[config.mk]
export PLATFORM = sky130hd
export DESIGN_NAME = binary_grid_neighbor_threshold_pass_flat
export DESIGN_NICKNAME = d
export VERILOG_FILES = /design/src/sv/bgnt_pkg.sv /design/src/sv/bgnt_cell_if.sv /design/src/sv/bgnt_res_if.sv /design/src/sv/bgnt_cfg_if.sv /design/src/sv/binary_grid_neighbor_threshold_pass.sv /design/src/flat_wrapper.sv
export SDC_FILE = /design/constraint.sdc
export NUM_CORES = 1
export LEC_CHECK = 0
export BUFFER_PORTS_ARGS = -buffer_cell sky130_fd_sc_hd__buf_2
export CAP_MARGIN = 15
export CORE_AREA = 2 2 192 157
export DETAILED_ROUTE_END_ITERATION = 8
export DIE_AREA = 0 0 194 159
export GPL_TIMING_DRIVEN = 0
export PLACE_DENSITY = 0.76
export SYNTH_ARGS = -nofsm -noshare
export SYNTH_HDL_FRONTEND = slang
export SYNTH_SLANG_ARGS = --single-unit
export TNS_END_PERCENT = 10
[constraint.sdc]
create_clock -name clk -period 5.8 [get_ports clk]
set_input_delay 0.58 -clock clk [delete_from_list [all_inputs] [get_ports clk]]
set_output_delay 0.58 -clock clk [all_outputs]
set_load 0.05 [all_outputs]
[src/sv/bgnt_pkg.sv]
// Package for the binary grid neighbor threshold pass.
// Holds sizes, register indexes, input op codes, the result word type and helpers.
// No dependencies; every other file imports it.
package bgnt_pkg;

	localparam int MAX_WIDTH  = 128;
	localparam int MAX_HEIGHT = 128;
	localparam int MIN_DIM    = 3;

	localparam int DIM_W  = 8;
	localparam int THR_W  = 4;
	localparam int COL_W  = $clog2(MAX_WIDTH);
	localparam int ROW_W  = $clog2(MAX_HEIGHT + 2);
	localparam int CNT_W  = 4;
	localparam int IDX_W  = 2;
	localparam int DATA_W = 8;
	localparam int OCOL_W = 7;
	localparam int OROW_W = 7;

	localparam logic [DIM_W-1:0] GRID_WIDTH_RST      = DIM_W'(74);
	localparam logic [DIM_W-1:0] GRID_HEIGHT_RST     = DIM_W'(46);
	localparam logic [THR_W-1:0] BIRTH_THRESHOLD_RST = THR_W'(4);

	typedef enum logic [IDX_W-1:0] {
		REG_GRID_WIDTH      = 2'd0,
		REG_GRID_HEIGHT     = 2'd1,
		REG_BIRTH_THRESHOLD = 2'd2
	} cfg_idx_t;

	typedef enum logic {
		OP_CELL  = 1'b0,
		OP_DRAIN = 1'b1
	} op_t;

	typedef struct packed {
		logic [OCOL_W-1:0] out_col;
		logic [OROW_W-1:0] out_row;
		logic              new_value;
		logic              frame_last;
	} res_t;

	function automatic logic [DIM_W-1:0] clamp_dim(input logic [DIM_W-1:0] v,
		input logic [DIM_W-1:0] hi);
		logic [DIM_W-1:0] r;
		if (v < DIM_W'(MIN_DIM)) begin
			r = DIM_W'(MIN_DIM);
		end else if (v > hi) begin
			r = hi;
		end else begin
			r = v;
		end
		return r;
	endfunction

	function automatic logic [1:0] bits3(input logic [2:0] x);
		return 2'({1'b0, x[0]} + {1'b0, x[1]} + {1'b0, x[2]});
	endfunction

endpackage

[src/sv/bgnt_cell_if.sv]
// Input channel interface: one grid cell or drain word per handshake.
// Depends on bgnt_pkg.
interface bgnt_cell_if import bgnt_pkg::*; ();
	logic valid;
	logic ready;
	logic op;
	logic cell_value;

	modport source (output valid, op, cell_value, input ready);
	modport sink   (input valid, op, cell_value, output ready);
endinterface

[src/sv/bgnt_res_if.sv]
// Result channel interface: one smoothed cell word per handshake.
// Depends on bgnt_pkg.
interface bgnt_res_if import bgnt_pkg::*; ();
	logic              valid;
	logic              ready;
	logic [OCOL_W-1:0] out_col;
	logic [OROW_W-1:0] out_row;
	logic              new_value;
	logic              frame_last;

	modport source (output valid, out_col, out_row, new_value, frame_last, input ready);
	modport sink   (input valid, out_col, out_row, new_value, frame_last, output ready);
endinterface

[src/sv/bgnt_cfg_if.sv]
// Configuration write channel interface: register index and write data.
// Depends on bgnt_pkg.
interface bgnt_cfg_if import bgnt_pkg::*; ();
	logic              valid;
	logic              ready;
	logic [IDX_W-1:0]  index;
	logic [DATA_W-1:0] data;

	modport source (output valid, index, data, input ready);
	modport sink   (input valid, index, data, output ready);
endinterface

[src/sv/binary_grid_neighbor_threshold_pass.sv]
// Top level of the binary grid neighbor threshold pass.
// Depends on bgnt_pkg and the interfaces bgnt_cell_if, bgnt_res_if, bgnt_cfg_if.
//
// One smoothing pass of a cellular automaton over a binary grid fed in raster
// order, one cell word per cycle while the result buffer has room. Each result
// gives the new value of a cell (1 when at least birth_threshold of its eight
// neighbors are set, cells off the grid counting as zero) and appears width+1
// words after that cell, so width+1 drain words must follow the last cell;
// frame_last marks the final cell, after which the next word starts a new
// grid. The neighbor count sits between the registered line-store read and a
// two-word result buffer, and the line store is one 2-bit wide memory with one
// read and one write port. A write to a defined register restarts the frame.
module binary_grid_neighbor_threshold_pass import bgnt_pkg::*; (
	input  logic         clk,
	input  logic         arst_n,
	bgnt_cell_if.sink    cells,
	bgnt_res_if.source   results,
	bgnt_cfg_if.sink     cfg
);

	logic [DIM_W-1:0] grid_width_q;
	logic [DIM_W-1:0] grid_height_q;
	logic [THR_W-1:0] birth_threshold_q;

	logic [COL_W-1:0] col_q;
	logic [ROW_W-1:0] row_q;
	logic [8:0]       win_q;

	logic [1:0] line_mem [MAX_WIDTH];
	logic [1:0] rd_q;

	res_t       slot0_q, slot1_q;
	logic [1:0] fill_q;

	logic cfg_wr, cfg_hit, acc, pop;
	logic [DIM_W-1:0] w, h, ocol, orow, col_inc;
	logic [ROW_W-1:0] row_inc, row_next;
	logic [COL_W-1:0] col_next, rd_addr;
	logic             v, have, last;
	logic [2:0]       newcol, lcol, ccol, rcol;
	logic [8:0]       win_next;
	logic [CNT_W-1:0] cnt;
	res_t             res;

	assign cfg.ready = 1'b1;
	assign cfg_wr    = cfg.valid && cfg.ready;
	assign cfg_hit   = cfg_wr && (cfg.index == REG_GRID_WIDTH || cfg.index == REG_GRID_HEIGHT
		|| cfg.index == REG_BIRTH_THRESHOLD);

	assign cells.ready = (fill_q != 2'd2);
	assign acc         = cells.valid && cells.ready;

	assign results.valid      = (fill_q != 2'd0);
	assign results.out_col    = slot0_q.out_col;
	assign results.out_row    = slot0_q.out_row;
	assign results.new_value  = slot0_q.new_value;
	assign results.frame_last = slot0_q.frame_last;
	assign pop                = results.valid && results.ready;

	always_comb begin
		w = clamp_dim(grid_width_q, DIM_W'(MAX_WIDTH));
		h = clamp_dim(grid_height_q, DIM_W'(MAX_HEIGHT));
		v = (cells.op == OP_CELL) && (DIM_W'(row_q) < h) && cells.cell_value;
		newcol   = {v, rd_q[0], rd_q[1]};
		win_next = {win_q[5:0], newcol};
		if (col_q == '0) begin
			have = (row_q >= ROW_W'(2));
			orow = DIM_W'(row_q - ROW_W'(2));
			ocol = w - DIM_W'(1);
			lcol = win_q[5:3];
			ccol = win_q[2:0];
			rcol = 3'b000;
		end else begin
			have = (row_q >= ROW_W'(1));
			orow = DIM_W'(row_q - ROW_W'(1));
			ocol = DIM_W'(col_q) - DIM_W'(1);
			lcol = win_next[8:6];
			ccol = win_next[5:3];
			rcol = win_next[2:0];
		end
		if (orow == '0) begin
			lcol = lcol & 3'b110;
			ccol = ccol & 3'b110;
			rcol = rcol & 3'b110;
		end
		if (orow == h - DIM_W'(1)) begin
			lcol = lcol & 3'b011;
			ccol = ccol & 3'b011;
			rcol = rcol & 3'b011;
		end
		if (ocol == '0) begin
			lcol = 3'b000;
		end
		if (ocol == w - DIM_W'(1)) begin
			rcol = 3'b000;
		end
		cnt  = CNT_W'(bits3(lcol)) + CNT_W'(bits3(rcol)) + CNT_W'(ccol[0]) + CNT_W'(ccol[2]);
		last = have && (orow == h - DIM_W'(1)) && (ocol == w - DIM_W'(1));

		res.out_col    = ocol[OCOL_W-1:0];
		res.out_row    = orow[OROW_W-1:0];
		res.new_value  = ({1'b0, cnt} >= {1'b0, birth_threshold_q});
		res.frame_last = last;

		col_inc = DIM_W'(col_q) + DIM_W'(1);
		row_inc = row_q + ROW_W'(1);
		if (last) begin
			col_next = '0;
			row_next = '0;
		end else if (col_inc >= w) begin
			col_next = '0;
			row_next = row_inc;
		end else begin
			col_next = col_inc[COL_W-1:0];
			row_next = row_q;
		end

		if (cfg_hit) begin
			rd_addr = '0;
		end else if (acc) begin
			rd_addr = col_next;
		end else begin
			rd_addr = col_q;
		end
	end

	always_ff @(posedge clk) begin
		if (acc) begin
			line_mem[col_q] <= {rd_q[0], v};
		end
		rd_q <= line_mem[rd_addr];
	end

	always_ff @(posedge clk or negedge arst_n) begin
		if (!arst_n) begin
			grid_width_q      <= GRID_WIDTH_RST;
			grid_height_q     <= GRID_HEIGHT_RST;
			birth_threshold_q <= BIRTH_THRESHOLD_RST;
			col_q             <= '0;
			row_q             <= '0;
			win_q             <= '0;
		end else if (cfg_hit) begin
			unique case (cfg.index)
				REG_GRID_WIDTH:      grid_width_q      <= cfg.data;
				REG_GRID_HEIGHT:     grid_height_q     <= cfg.data;
				REG_BIRTH_THRESHOLD: birth_threshold_q <= cfg.data[THR_W-1:0];
				default:             ;
			endcase
			col_q <= '0;
			row_q <= '0;
			win_q <= '0;
		end else if (acc) begin
			col_q <= col_next;
			row_q <= row_next;
			win_q <= last ? 9'd0 : win_next;
		end
	end

	// two-word result buffer: slot0 is the head
	always_ff @(posedge clk or negedge arst_n) begin
		if (!arst_n) begin
			fill_q <= '0;
		end else begin
			fill_q <= fill_q + 2'(acc && have) - 2'(pop);
		end
	end

	always_ff @(posedge clk) begin
		if (acc && have && (fill_q == 2'd0 || (fill_q == 2'd1 && pop))) begin
			slot0_q <= res;
		end else if (pop) begin
			slot0_q <= slot1_q;
		end
		if (acc && have && fill_q != 2'd0 && !(fill_q == 2'd1 && pop)) begin
			slot1_q <= res;
		end
	end

endmodule
[src/flat_wrapper.sv]
// flat-port wrapper written by rule: the top's interface ports become plain ports
module binary_grid_neighbor_threshold_pass_flat import bgnt_pkg::*;
  (clk, arst_n, cells_valid, cells_op, cells_cell_value, cells_ready, results_valid, results_out_col, results_out_row, results_new_value, results_frame_last, results_ready, cfg_valid, cfg_index, cfg_data, cfg_ready);
  bgnt_cell_if cells_i ();
  bgnt_res_if results_i ();
  bgnt_cfg_if cfg_i ();
  input  logic clk;
  input  logic arst_n;
  input wire logic [$bits(cells_i.valid)-1:0] cells_valid;
  input wire logic [$bits(cells_i.op)-1:0] cells_op;
  input wire logic [$bits(cells_i.cell_value)-1:0] cells_cell_value;
  output wire logic [$bits(cells_i.ready)-1:0] cells_ready;
  output wire logic [$bits(results_i.valid)-1:0] results_valid;
  output wire logic [$bits(results_i.out_col)-1:0] results_out_col;
  output wire logic [$bits(results_i.out_row)-1:0] results_out_row;
  output wire logic [$bits(results_i.new_value)-1:0] results_new_value;
  output wire logic [$bits(results_i.frame_last)-1:0] results_frame_last;
  input wire logic [$bits(results_i.ready)-1:0] results_ready;
  input wire logic [$bits(cfg_i.valid)-1:0] cfg_valid;
  input wire logic [$bits(cfg_i.index)-1:0] cfg_index;
  input wire logic [$bits(cfg_i.data)-1:0] cfg_data;
  output wire logic [$bits(cfg_i.ready)-1:0] cfg_ready;
  assign cells_i.valid = cells_valid;
  assign cells_i.op = cells_op;
  assign cells_i.cell_value = cells_cell_value;
  assign cells_ready = cells_i.ready;
  assign results_valid = results_i.valid;
  assign results_out_col = results_i.out_col;
  assign results_out_row = results_i.out_row;
  assign results_new_value = results_i.new_value;
  assign results_frame_last = results_i.frame_last;
  assign results_i.ready = results_ready;
  assign cfg_i.valid = cfg_valid;
  assign cfg_i.index = cfg_index;
  assign cfg_i.data = cfg_data;
  assign cfg_ready = cfg_i.ready;
  binary_grid_neighbor_threshold_pass u_core (.clk(clk), .arst_n(arst_n), .cells(cells_i), .results(results_i), .cfg(cfg_i));
endmodule
==> metrics.csv <==
metric,value,unit
Max VDD drop,0.000206,V
layout cells sized above 1,20.4,%
ys async rst share,12.9,%
GP Congestion,0.901,
H-tree depth,2,
Tmin final,6.55,ns
sequential fraction of the synthesis area,60.1,%
CP Max Fanout,5,
Inst Count DP,1662,
I/O pins,36,
Final Cycle Share,113,%
Setup Skew,0.0266,ns
Non-Filler Instances,1746,
Syn Nets,1303,
Skew-Pair Late Insertion Delay,0.53,ns
CTS tree,built,
library cells used by synthesis,96,
Die H,159,um
endpoints failing setup,2,
Post-DP Area,0.0171,mm2
Synth Instances,1247,
switching share of power,34.8,%
hold buffer count at CTS,0,
die area,0.0308,mm2
antenna-violating nets left,0,
CP max stage delay,0.55,ns
Inserted Diodes,0,
root buf cell,clkbuf_16,
met3 WL,4.82,mm
final wirelength,40.8,mm
residual DRC count,0,
CP arrival,6.81,ns
DRT Pass-1 Iters,6,
Num CTS Buffers,34,
"Slew Viols, Final",0,
Cell Rows,56,
Tot GR Track Use,26.4,%
die boundary width,194,um
worst hold slack,0.237,ns
synth cell count leaders,"288 x edfxtp_1, 172 x nor2_1, 101 x nand2_1",
post-route setup slack,-0.748,ns
Seq cells post-synth,333,
critical path launch point type,register,
LEAKAGE,6.43,nW
DP Wirelength,27.4,mm
highest routed layer,met5,
port bufs,34,
max_cap viols,0,
CP dominant cell by count,inv_1,
final hold vios,0,
Layout Utilization,64.2,%
violated checks,setup timing,
YS warnings,0,
Max clock buf depth,3,
RSZ-0062 raised after global routing,true,
Reg power frac,36.8,%
"Primary FF master, synth",edfxtp_1,
Num Clock Sinks,333,
Cell Int Power,0.00545,W
Starting Density,56.4,%
core area,0.0289,mm2
GRT overflow,0,
clock power share,27.2,%
Synth Cell Area,0.0163,mm2
area share of the largest cell type after synthesis,53.1,%
Area growth syn-to-layout,13.8,%
largest net degree at the start of global routing,89,
cell taking the most area after synthesis,edfxtp_1,
count of flip-flops with a built-in enable after synthesis,288,
crit end category,register,
Slew @ Worst Pin,1.03,ns
fin area,0.0185,mm2
"Net count, final",1399,
HP Class,in2async,
Comb power frac,36.0,%
DR iter-0 viols,1462,
WL/cell,23.4,um
CP max stage cell,dfstp_2,
Avg Inst Size Synth,13.1,um2
switching power,0.00291,W
met2 wire len,17.9,mm
"top cells by area, synth","edfxtp_1 53%, mux2i_1 6.0%, dfrtp_1 5.4%",
drt via density,6.27,
total chip power,0.00835,W
routed via count,10941,
reg2reg path depth,25,
Setup CP Type,reg2reg,
Required @ worst endpoint,6.06,ns
run status,finished with violations,
PwrDens,451,mW/mm2
"count leader, synth",edfxtp_1,
initial antenna violation count,1,
first-pass GRT wire length,62.4,mm
max_slew headroom,31.6,%
f_max,0.153,GHz
Post-Route M1 WL,17.0,mm
vias in the first global route,10702,
"Clk pin slew, worst setup/hold paths",0.06,ns
worst max-delay path: cells and delay by family, from the launching register on:
kind            cells  cell delay, ns
simple gates        6            1.63
flops               1            0.55
fa+ha+maj           7            2.41
buf+inv             5            0.30
mux                 1            0.26
xor+xnor            1            0.17
compound gates      5            0.97
timing repair:
item / CTS / global route
setup endpoints to repair: 2 / 4
setup buffers: 23 / 0
pin swaps: 17 / 5
gates resized for setup: 21 / 10
power groups by stage:
| stage | Clock, W | Combinational (W) | Sequential (W) |
|---|---|---|---|
| final | 0.00227 | 0.00300 | 0.00307 |
| after global routing | 0.00239 | 0.00322 | 0.00309 |
| after CTS | 0.00229 | 0.00292 | 0.00307 |
| after detailed placement | 0 | 0.00277 | 0.00312 |
| after global placement | 0 | 0.00261 | 0.00323 |
| after floorplan | 0 | 0.00183 | 0.00326 |
registers in the layout, indices dropped and copies added, names as in the netlist:
signal                     cells
u_core.results.frame_last      1
u_core.win_q                   6
u_core.col_q                   7
u_core.rd_q                    2
u_core.results.out_row         7
u_core.grid_width_q            8
u_core.line_mem              256
u_core.results.out_col         7
u_core.fill_q                  2
u_core.grid_height_q           8
u_core.results.new_value       1
u_core.slot1_q                16
u_core.birth_threshold_q       4
u_core.row_q                   8
through the flow:
step           worst slack, ns  setup TNS [ns]
5_1_grt                 -0.891           -1.51
3_5_place_dp            -0.907           -1.56
2_1_floorplan           -0.195          -0.195
3_3_place_gp             -1.27           -2.29
4_1_cts                 -0.625          -0.989
6_report                -0.748           -1.23
metal layers:
metal  vias up  global-route usage (%)
met5         -                       0
met4         2                    7.47
met3       103                    7.86
met2       618                    38.8
met1      5352                    38.4
li1       4866                       -
layout by cell type, fill, tap and decap left out, types with 8 or more instances in the layout:
cell / n
edfxtp_1: 288
a21oi_1: 24
nand4_1: 10
o21ai_0: 22
o211ai_1: 13
ha_1: 32
xnor2_1: 23
and3_1: 12
nand2b_1: 11
dfrtp_1: 32
buf_6: 11
inv_1: 27
mux4_2: 9
nor3_1: 14
mux2_2: 49
nand2_1: 100
buf_4: 29
nor2b_1: 8
dfstp_2: 8
a211oi_1: 8
nand3_1: 27
a21o_1: 13
buf_2: 47
nor2_1: 169
mux2i_1: 96
clkbuf_16: 34
clkbuf_1: 31
kinds of logic after synthesis:
| group | Yosys count | synth area share [%] |
|---|---|---|
| and+or+nand+nor | 426 | 12.7 |
| adders and majority gates | 39 | 3.18 |
| muxes | 167 | 12.0 |
| DFF | 333 | 60.1 |
| AOI/OAI and AO/OA | 156 | 7.38 |
| xor gates and xnor gates | 29 | 1.69 |
| other | 1 | 0.0230 |
| buffers and inverters | 96 | 3.01 |
path summary, 6_finish.rpt:
path	start	end	slack (ns)
max	u_core.grid_width_q[6]	u_core.results.new_value	-0.75
min in group clk	cfg_data[6]	u_core.grid_width_q[6]	0.32
max in group asynchronous	arst_n	u_core.col_q[1]	4.84
max reg2reg	u_core.grid_width_q[6]	u_core.results.new_value	-0.75
min	arst_n	u_core.grid_height_q[6]	0.24
min reg2reg	u_core.win_q[1]	u_core.win_q[4]	0.50
area by class of cell:
type / count / area (um2)
plain buffers: 60 / 369
clock buffers: 38 / 866
clock inverters: 24 / 290
fillers: 2124 / 10300
inverters: 34 / 138
multi-input cells: 818 / 6170
flip-flops and latches: 333 / 9780
well taps: 377 / 472
repair buffers: 62 / 438
(Power assumes the default switching activity.)
